### config.mk
export PLATFORM = sky130hd
export DESIGN_NAME = block_buffer_cache_policy
export DESIGN_NICKNAME = d
export VERILOG_FILES = /design/src/rtl/core/bbcp_pkg.sv /design/src/rtl/core/bbcp_ctrl.sv /design/src/rtl/core/bbcp_dp.sv /design/src/rtl/core/block_buffer_cache_policy.sv
export SDC_FILE = /design/constraint.sdc
export NUM_CORES = 2
export LEC_CHECK = 0
export BUFFER_PORTS_ARGS = -buffer_cell sky130_fd_sc_hd__buf_2
export CAP_MARGIN = 30
export CORE_MARGIN = 1.5
export CORE_UTILIZATION = 69
export CTS_CLUSTER_DIAMETER = 150
export DETAILED_ROUTE_END_ITERATION = 6
export GPL_TIMING_DRIVEN = 0
export PLACE_DENSITY_LB_ADDON = 0.25
export RECOVER_POWER = 50
export SYNTH_ARGS = -nofsm -noshare
export SYNTH_HDL_FRONTEND = slang
export SYNTH_SLANG_ARGS = --single-unit
### constraint.sdc
create_clock -name clk -period 26.9 [get_ports clk]
set_input_delay 2.69 -clock clk [delete_from_list [all_inputs] [get_ports clk]]
set_output_delay 2.69 -clock clk [all_outputs]
set_load 0.1 [all_outputs]
### src/rtl/core/bbcp_pkg.sv
// Shared types and constants of the block buffer cache policy.
package bbcp_pkg;
	localparam int SLOTS_DEF = 16;
	localparam int REQ_W = 2;
	localparam int BLK_W = 24;
	localparam int SIDX_W = 4;
	localparam int SIZE_W = 16;
	localparam int CFG_W = 13;
	localparam logic [CFG_W-1:0] MAX_WRITE_RST = 13'd512;

	localparam logic [REQ_W-1:0] REQ_READ = 2'd0;
	localparam logic [REQ_W-1:0] REQ_WRITE = 2'd1;
	localparam logic [REQ_W-1:0] REQ_SYNC = 2'd2;

	localparam logic [2:0] ST_HIT = 3'd0;
	localparam logic [2:0] ST_MISS = 3'd1;
	localparam logic [2:0] ST_SIZE = 3'd2;
	localparam logic [2:0] ST_NORES = 3'd3;
	localparam logic [2:0] ST_DONE = 3'd4;

	localparam logic [1:0] OP_NONE = 2'd0;
	localparam logic [1:0] OP_READ = 2'd1;
	localparam logic [1:0] OP_WRITE = 2'd2;

	localparam logic [1:0] L_FREE = 2'd0;
	localparam logic [1:0] L_CLEAN = 2'd1;
	localparam logic [1:0] L_DIRTY = 2'd2;

	// Controller commands to the datapath
	typedef struct packed {
		logic latch;      // capture request fields
		logic lookup;     // register tag match and victim search
		logic hit_move;   // move hit slot to tail of its list
		logic fill;       // load victim with new block, clean tail
		logic wr_move;    // move write slot to dirty tail
		logic sync_move;  // move oldest dirty slot to clean tail
		logic [2:0] emit; // result kind to present
		logic emit_v;
	} bbcp_cmd_t;

	localparam logic [2:0] E_HIT = 3'd0;
	localparam logic [2:0] E_WB = 3'd1;
	localparam logic [2:0] E_FILL = 3'd2;
	localparam logic [2:0] E_WRES = 3'd3;
	localparam logic [2:0] E_SYWB = 3'd4;
	localparam logic [2:0] E_SYDONE = 3'd5;

	// Datapath status to the controller
	typedef struct packed {
		logic [REQ_W-1:0] req;
		logic hit;
		logic has_free;
		logic has_clean;
		logic has_dirty;
	} bbcp_sts_t;
endpackage

### src/rtl/core/bbcp_ctrl.sv
// Controller state machine of the block buffer cache policy.
module bbcp_ctrl import bbcp_pkg::*; (
	input  logic clk,
	input  logic arst_n,
	input  logic start,
	output logic busy,
	input  bbcp_sts_t sts,
	output bbcp_cmd_t cmd
);
	typedef enum logic [5:0] {
		S_IDLE = 6'b000001,
		S_LOOK = 6'b000010,
		S_FILL = 6'b000100,
		S_SYNC = 6'b001000,
		S_SYLK = 6'b010000,
		S_DONE = 6'b100000
	} state_t;

	state_t state_q, state_d;

	assign busy = (state_q != S_IDLE);

	// Next state and commands
	always_comb begin
		state_d = state_q;
		cmd = '0;
		case (state_q)
			S_IDLE: begin
				if (start) begin
					cmd.latch = 1'b1;
					state_d = S_LOOK;
				end
			end
			S_LOOK: begin
				state_d = S_IDLE;
				case (sts.req)
					REQ_READ: begin
						if (sts.hit) begin
							cmd.hit_move = 1'b1;
							cmd.emit_v = 1'b1;
							cmd.emit = E_HIT;
						end else begin
							if (!sts.has_free && !sts.has_clean) begin
								cmd.emit_v = 1'b1;
								cmd.emit = E_WB;
							end
							state_d = S_FILL;
						end
					end
					REQ_WRITE: begin
						cmd.wr_move = 1'b1;
						cmd.emit_v = 1'b1;
						cmd.emit = E_WRES;
					end
					REQ_SYNC: state_d = S_SYNC;
					default: state_d = S_IDLE;
				endcase
			end
			S_FILL: begin
				cmd.fill = 1'b1;
				cmd.emit_v = 1'b1;
				cmd.emit = E_FILL;
				state_d = S_IDLE;
			end
			S_SYNC: begin
				if (sts.has_dirty) begin
					cmd.sync_move = 1'b1;
					cmd.emit_v = 1'b1;
					cmd.emit = E_SYWB;
					state_d = S_SYLK;
				end else begin
					state_d = S_DONE;
				end
			end
			S_SYLK: begin
				cmd.lookup = 1'b1;
				state_d = S_SYNC;
			end
			S_DONE: begin
				cmd.emit_v = 1'b1;
				cmd.emit = E_SYDONE;
				state_d = S_IDLE;
			end
			default: state_d = S_IDLE;
		endcase
		if (state_q == S_IDLE && start) cmd.lookup = 1'b1;
	end

	always_ff @(posedge clk or negedge arst_n) begin
		if (!arst_n) state_q <= S_IDLE;
		else state_q <= state_d;
	end
endmodule

### src/rtl/core/bbcp_dp.sv
// Datapath: tags, list membership, LRU ranks and result register.
module bbcp_dp import bbcp_pkg::*; #(
	parameter int SLOTS = SLOTS_DEF
) (
	input  logic clk,
	input  logic arst_n,
	input  logic cfg_valid,
	input  logic [CFG_W-1:0] cfg_data,
	input  logic [REQ_W-1:0] req_type,
	input  logic [BLK_W-1:0] block_number,
	input  logic [SIDX_W-1:0] slot_index,
	input  logic [SIZE_W-1:0] write_size,
	input  bbcp_cmd_t cmd,
	output bbcp_sts_t sts,
	output logic done,
	output logic [2:0] status,
	output logic [3:0] slot,
	output logic [1:0] device_op,
	output logic [BLK_W-1:0] device_block,
	output logic last
);
	localparam int SW = (SLOTS > 1) ? $clog2(SLOTS) : 1;
	localparam int RW = $clog2(SLOTS + 1);

	logic [BLK_W-1:0] tag_q [SLOTS];
	logic [1:0] list_q [SLOTS];
	logic [RW-1:0] rank_q [SLOTS];
	logic [CFG_W-1:0] maxw_q;

	logic [REQ_W-1:0] req_q;
	logic [BLK_W-1:0] blk_q;
	logic [SIDX_W-1:0] sidx_q;
	logic [SIZE_W-1:0] size_q;

	// registered lookup results
	logic hit_q, hfree_q, hclean_q, hdirty_q;
	logic [SW-1:0] hit_s_q, vic_q, odirty_q;

	// combinational search over the slots (independent per slot)
	logic hit_c, free_c, clean_c, dirty_c;
	logic [SW-1:0] hit_i, free_i, clean_i, dirty_i;
	logic [BLK_W-1:0] look_blk;

	assign look_blk = cmd.latch ? block_number : blk_q;

	always_comb begin
		hit_c = 1'b0; free_c = 1'b0; clean_c = 1'b0; dirty_c = 1'b0;
		hit_i = '0; free_i = '0; clean_i = '0; dirty_i = '0;
		for (int i = SLOTS - 1; i >= 0; i--) begin
			if (list_q[i] != L_FREE && tag_q[i] == look_blk) begin
				hit_c = 1'b1; hit_i = SW'(i);
			end
			if (list_q[i] == L_FREE) begin
				free_c = 1'b1; free_i = SW'(i);
			end
			if (list_q[i] == L_CLEAN && rank_q[i] == '0) begin
				clean_c = 1'b1; clean_i = SW'(i);
			end
			if (list_q[i] == L_DIRTY && rank_q[i] == '0) begin
				dirty_c = 1'b1; dirty_i = SW'(i);
			end
		end
	end

	// list sizes
	logic [RW-1:0] n_clean, n_dirty;
	always_comb begin
		n_clean = '0; n_dirty = '0;
		for (int i = 0; i < SLOTS; i++) begin
			if (list_q[i] == L_CLEAN) n_clean = n_clean + RW'(1);
			if (list_q[i] == L_DIRTY) n_dirty = n_dirty + RW'(1);
		end
	end

	// move selection
	logic mv;
	logic [SW-1:0] mv_s;
	logic [1:0] mv_l;
	logic wr_ok, wr_size_bad;
	logic [SW-1:0] sidx_n;

	assign sidx_n = SW'(sidx_q);
	assign wr_size_bad = ({3'b0, maxw_q} < size_q);
	assign wr_ok = !wr_size_bad && (32'(sidx_q) < SLOTS) && (list_q[sidx_n] != L_FREE);

	always_comb begin
		mv = 1'b0; mv_s = '0; mv_l = L_CLEAN;
		if (cmd.hit_move) begin
			mv = 1'b1; mv_s = hit_s_q; mv_l = list_q[hit_s_q];
		end else if (cmd.fill) begin
			mv = 1'b1; mv_s = vic_q; mv_l = L_CLEAN;
		end else if (cmd.wr_move && wr_ok) begin
			mv = 1'b1; mv_s = sidx_n; mv_l = L_DIRTY;
		end else if (cmd.sync_move) begin
			mv = 1'b1; mv_s = odirty_q; mv_l = L_CLEAN;
		end
	end

	// state update: unlink then append at tail
	always_ff @(posedge clk or negedge arst_n) begin
		if (!arst_n) begin
			for (int i = 0; i < SLOTS; i++) begin
				list_q[i] <= L_FREE;
				rank_q[i] <= '0;
			end
			maxw_q <= MAX_WRITE_RST;
		end else begin
			if (cfg_valid) maxw_q <= cfg_data;
			if (mv) begin
				for (int i = 0; i < SLOTS; i++) begin
					if (SW'(i) != mv_s && list_q[i] == list_q[mv_s] &&
					    list_q[mv_s] != L_FREE && rank_q[i] > rank_q[mv_s])
						rank_q[i] <= rank_q[i] - RW'(1);
				end
				list_q[mv_s] <= mv_l;
				if (list_q[mv_s] == mv_l)
					rank_q[mv_s] <= ((mv_l == L_CLEAN) ? n_clean : n_dirty) - RW'(1);
				else
					rank_q[mv_s] <= (mv_l == L_CLEAN) ? n_clean : n_dirty;
			end
		end
	end

	always_ff @(posedge clk) begin
		if (cmd.fill) tag_q[vic_q] <= blk_q;
	end

	// request capture and lookup register
	always_ff @(posedge clk) begin
		if (cmd.latch) begin
			req_q <= req_type;
			blk_q <= block_number;
			sidx_q <= slot_index;
			size_q <= write_size;
		end
		if (cmd.lookup) begin
			hit_q <= hit_c;
			hit_s_q <= hit_i;
			hfree_q <= free_c;
			hclean_q <= clean_c;
			hdirty_q <= dirty_c;
			odirty_q <= dirty_i;
			vic_q <= free_c ? free_i : (clean_c ? clean_i : dirty_i);
		end
	end

	assign sts.req = req_q;
	assign sts.hit = hit_q;
	assign sts.has_free = hfree_q;
	assign sts.has_clean = hclean_q;
	assign sts.has_dirty = hdirty_q;

	// result register
	logic done_q;
	always_ff @(posedge clk or negedge arst_n) begin
		if (!arst_n) done_q <= 1'b0;
		else done_q <= cmd.emit_v;
	end

	always_ff @(posedge clk) begin
		if (cmd.emit_v) begin
			last <= 1'b1;
			device_op <= OP_NONE;
			device_block <= '0;
			status <= ST_HIT;
			slot <= '0;
			case (cmd.emit)
				E_HIT: slot <= 4'(hit_s_q);
				E_WB: begin
					status <= ST_MISS; slot <= 4'(vic_q); device_op <= OP_WRITE;
					device_block <= tag_q[vic_q]; last <= 1'b0;
				end
				E_FILL: begin
					status <= ST_MISS; slot <= 4'(vic_q); device_op <= OP_READ;
					device_block <= blk_q;
				end
				E_WRES: begin
					slot <= sidx_q;
					status <= wr_size_bad ? ST_SIZE : (wr_ok ? ST_HIT : ST_NORES);
				end
				E_SYWB: begin
					status <= ST_DONE; slot <= 4'(odirty_q); device_op <= OP_WRITE;
					device_block <= tag_q[odirty_q]; last <= 1'b0;
				end
				E_SYDONE: status <= ST_DONE;
				default: status <= ST_HIT;
			endcase
		end
	end
	assign done = done_q;
endmodule

### src/rtl/core/block_buffer_cache_policy.sv
// Top level of the block buffer cache policy.
// Usage:
//   Requests enter on start when busy is low, with req_type, block_number,
//   slot_index and write_size. Results leave on status, slot, device_op,
//   device_block and last, each valid for one cycle while done is high.
//   The receiver cannot stall; every result must be taken when shown.
//   The max write size register takes cfg_data on cfg_valid; cfg_ready
//   is always high. The user must write only while idle (not enforced).
// Request flow:
//   Read hit, write: result registered from LOOK; busy falls as done rises.
//   Read miss: LOOK, FILL; a dirty victim write-back comes the cycle before.
//   Sync: states SYNC and SYLK per dirty slot walked, then DONE; the single
//   lookup register finds the oldest dirty slot each step.
//   Unknown request type: no result, back to idle after LOOK.
// Reset: arst_n clears all slots to free, ranks to zero, max write size to 512.
module block_buffer_cache_policy import bbcp_pkg::*; #(
	parameter int SLOTS = SLOTS_DEF
) (
	input  logic clk,
	input  logic arst_n,
	input  logic start,
	output logic busy,
	input  logic [REQ_W-1:0] req_type,
	input  logic [BLK_W-1:0] block_number,
	input  logic [SIDX_W-1:0] slot_index,
	input  logic [SIZE_W-1:0] write_size,
	input  logic cfg_valid,
	output logic cfg_ready,
	input  logic [CFG_W-1:0] cfg_data,
	output logic done,
	output logic [2:0] status,
	output logic [3:0] slot,
	output logic [1:0] device_op,
	output logic [BLK_W-1:0] device_block,
	output logic last
);
	bbcp_cmd_t cmd;
	bbcp_sts_t sts;

	assign cfg_ready = 1'b1;

	bbcp_ctrl u_ctrl (
		.clk(clk), .arst_n(arst_n), .start(start), .busy(busy), .sts(sts), .cmd(cmd)
	);

	bbcp_dp #(.SLOTS(SLOTS)) u_dp (
		.clk(clk), .arst_n(arst_n), .cfg_valid(cfg_valid), .cfg_data(cfg_data),
		.req_type(req_type), .block_number(block_number), .slot_index(slot_index),
		.write_size(write_size), .cmd(cmd), .sts(sts), .done(done),
		.status(status), .slot(slot), .device_op(device_op),
		.device_block(device_block), .last(last)
	);
endmodule

==> impl_summary.txt <==
----------------------------------------------------
[Outcome]
  Status ... finished with violations
  Violated checks ... design-rule violations, max-capacitance violations, max-slew violations

[Logic synthesis]
  Most instantiated flip-flop cell in the synthesis netlist ... edfxtp_1
  Number of flops mapped to enable cells by yosys ... 456
  Sequential area share after synthesis ... 0.422
  Unique cell type count in the Yosys netlist ... approximately 110
  Syn avg cell area ... roughly 11 µm²
  Yosys warns ... 0
  Mapped Area ... 41,800 µm²
  Number of instances in the synthesized netlist ... between 3,000 and 4,000
  Synthesized Nets ... just under 4,000
  Fraction of registers with async set or reset after synthesis ... 0.213
  Post-synthesis sequential element count ... 620

[GRT]
  First-pass GRT wire length ... 227 mm
  Maximum number of pins on one net before global-route repair ... 79
  Vias in the first global route ... 33,700
  Antenna violations before repair ... 9
  Total global routing overflow ... 0
  GR Util All Layers ... 0.508

[Worst setup path]
  Critical Setup Path Class ... flop to flop
  Total buffers and inverters traversed by the critical path ... 4
  Crit Path Max Fanout ... 10
  Worst Path Required ... 27,480 ps
  Cell family contributing the most delay on the critical path ... XOR/XNOR gates
  Data arrival time at the worst-slack endpoint ... between 10,000 and 15,000 ps
  Biggest cell delay along the critical path ... approximately 700 ps
  Endpoint class of the critical path ... flop
  Crit path max-delay cell type ... xnor2_2
  Kind of start point of the critical path ... flop
  Most frequent cell on the critical path ... xnor2_1

[Clock network]
  Clock buffer count from CTS ... 69
  TritonCTS clock tree ... done
  Number of buffers on the longest clock path ... 3
  Clock input transition at the sequential cells of the worst setup and hold paths ... ~60 ps
  Post-CTS Hold Buffers ... 0
  Source-to-sink clock delay at the later pin of the worst-skew pair ... 660 ps
  Sinks on the clock net ... between 600 and 700
  Number of levels the H-tree was split into ... 3
  Post-cts resize count ... 0
  CTS Root Cell ... clkbuf_16
  Buffers inserted by post-CTS timing repair ... 0

[Cells and area]
  Most frequent cells in the layout ... edfxtp_1 (456), nand2_1 (343), xnor2_1 (271), mux4_2 (254), xor2_1 (221)
  Most common library cell in the layout ignoring fill and taps ... edfxtp_1
  Ratio of cells with drive above 1 in the final layout ... 0.169
  Layout Utilization ... 0.772
  Net count, final ... 4,101
  Number of fillers in the final layout ... 3,944
  Syn-to-layout area delta ... 11.2%

[Route]
  Wirelength, routed ... about 160 mm
  Number of optimization iterations in the first detailed-route pass ... 7
  Wire per inst ... 32.9 µm
  Count of nets left with antenna violations after detail routing ... 0
  Total number of vias ... 35,200
  Drt via density ... 7.42
  DRC violation count after routing ... 2
  Violation count after the first detailed-route iteration ... 5,527

[Floorplanning]
  I/O pins ... 100
  Width of the die ... 249 µm
  Initial cell density of the core ... 0.695
  Core box area ... between 60,000 and 70,000 µm²
  Die Span Y ... 249 µm
  Placement Rows ... 90
  Die area ... 62,000 µm²

[Placement]
  HPWL reported at the end of detailed placement ... 115 mm
  IO buf count ... 98
  Final Wtd Congestion ... 1.10

[Min path]
  Path class of the lowest-slack min-delay path ... flop to flop

[Pwr]
  Post-layout power ... 5.07 mW
  Peak supply drop ... 0.0794 mV
  Lkg Pwr ... approximately 17 nW
  Pwr per Cell Area ... 109 nW/µm²

[Timing]
  Final Hold Fails ... 0
  Relative max-transition margin ... -2.04
  Post-route clock skew ... around 56 ps
  Crit share post-route ... 0.406
  Count of final max-slew check failures ... 135
  Achievable frequency ... 0.0916 GHz
  Setup TNS ... 0 ps
  Pin slew with the least headroom to its limit ... between 4000 and 5000 ps
  Minimum period implied by the final worst setup slack ... 10,920 ps
  Setup Viol. Count Final ... 0
  RSZ-0062 raised after global routing ... false

[Flow run]
  Maxcap violations ... 2

----------------------------------------------------
cells in the mapped netlist (all sizes together), types with 33 or more instances:
master	count	area, µm²
a22oi	33	248
xnor2	281	2550
o21ai	150	754
nor2b	48	300
nand2b	49	307
nor2	226	853
inv	129	484
nand2	344	1290
clkbuf	136	512
a21oi	136	681
nor4	67	432
buf	63	350
mux4	254	5720
nor3	88	445
a31oi	35	219
nand4	63	394
nand3	104	521
xor2	227	2060
mux2i	35	363
ha	138	1730
edfxtp	456	13700
o211ai	34	270
dfrtp	130	3250
per-layer routing:
metal / global-route usage / wire length (µm) / up-vias
li1: - / - / 14400
met1: 0.580 / 48600 / 16800
met2: 0.776 / 69500 / 3128
met3: 0.141 / 19600 / 857
met4: 0.477 / 18600 / 6
met5: 0.00618 / 38 / -
worst reg2reg max path, delay by kind of cell (launching register included):
kind | cells | cell delay (ps)
AOI/OAI and AO/OA | 13 | 2220
xor gates and xnor gates | 11 | 2470
adders and majority gates | 7 | 1950
buffers and inverters | 4 | 890
DFF | 1 | 330
muxes | 3 | 740
and+or+nand+nor | 13 | 2230
state kept, by name (all words and copies together) (netlist names), 2 cells and up, named ones only:
signal             cells
u_dp.req_q             2
u_dp.rank_q           80
u_dp.blk_q            24
u_dp.hit_s_q           4
u_dp.maxw_q           13
u_dp.vic_q             4
u_dp.list_q           32
u_dp.device_op         2
u_dp.tag_q           384
u_dp.odirty_q          4
u_dp.device_block     24
u_ctrl.state_q         6
u_dp.status            3
u_dp.sidx_n            4
u_dp.slot              4
u_dp.size_q           16
worst paths after layout:
| check | start | to | slack, ps | cells after the start |
|---|---|---|---|---|
| worst max-delay path | u_dp.list_q[31] | u_dp.rank_q[78] | 15980 | 51 |
| worst min-delay path | u_dp.hdirty_q | u_ctrl.state_q[5] | 440 | 1 |
| max in group asynchronous | arst_n | u_dp.list_q[3] | 18310 | 2 |
| worst max register to register | u_dp.list_q[31] | u_dp.rank_q[78] | 15980 | 51 |
| worst min register to register | u_dp.hdirty_q | u_ctrl.state_q[5] | 440 | 1 |
| min in group asynchronous | arst_n | u_dp.rank_q[40] | 3050 | 1 |
metrics by stage:
| step | instances | area, µm² | setup slack, ps | hold slack [ps] |
|---|---|---|---|---|
| finish | 4746 | 46400 | 15980 | 443 |
| global route | 4738 | 46400 | 15340 | 458 |
| CTS | 4717 | 46300 | 16160 | 439 |
| detailed placement | 4591 | 43900 | 16220 | 443 |
| global placement | 4546 | 43300 | 15840 | 435 |
| floorplan | 3666 | 41800 | 17800 | 404 |
cell type report:
class,count,area [µm²],area share
Tap cell,782,978,0.0211
Buffer,199,861,0.0185
Timing Repair Buffer,163,1120,0.0241
Clock inverter,42,586,0.0126
Clock buffer,84,1850,0.0399
Sequential cell,620,17600,0.380
Inverter,130,488,0.0105
Antenna cell,9,22.5,0.000485
Multi-Input combinational cell,2717,22900,0.493
power by group:
part / internal (mW) / switching [mW] / total (mW)
clock: 0.581 / 0.438 / 1.02
sequential: 1.19 / 0.160 / 1.35
combinational: 0.955 / 1.75 / 2.71
total: 2.72 / 2.35 / 5.07
cells by family (layout without fill, tap and decap cells):
logic type	count (synthesis)	in the layout	synth area share
other	1	10	0.0000897
buffers and inverters	329	618	0.0323
and+or+nand+nor	1113	1113	0.131
DFF	620	620	0.422
AOI/OAI and AO/OA	625	625	0.102
xor gates and xnor gates	523	523	0.119
muxes	316	316	0.153
adders and majority gates	139	139	0.0416
No activity file was read; power rests on OpenSTA's default activity.
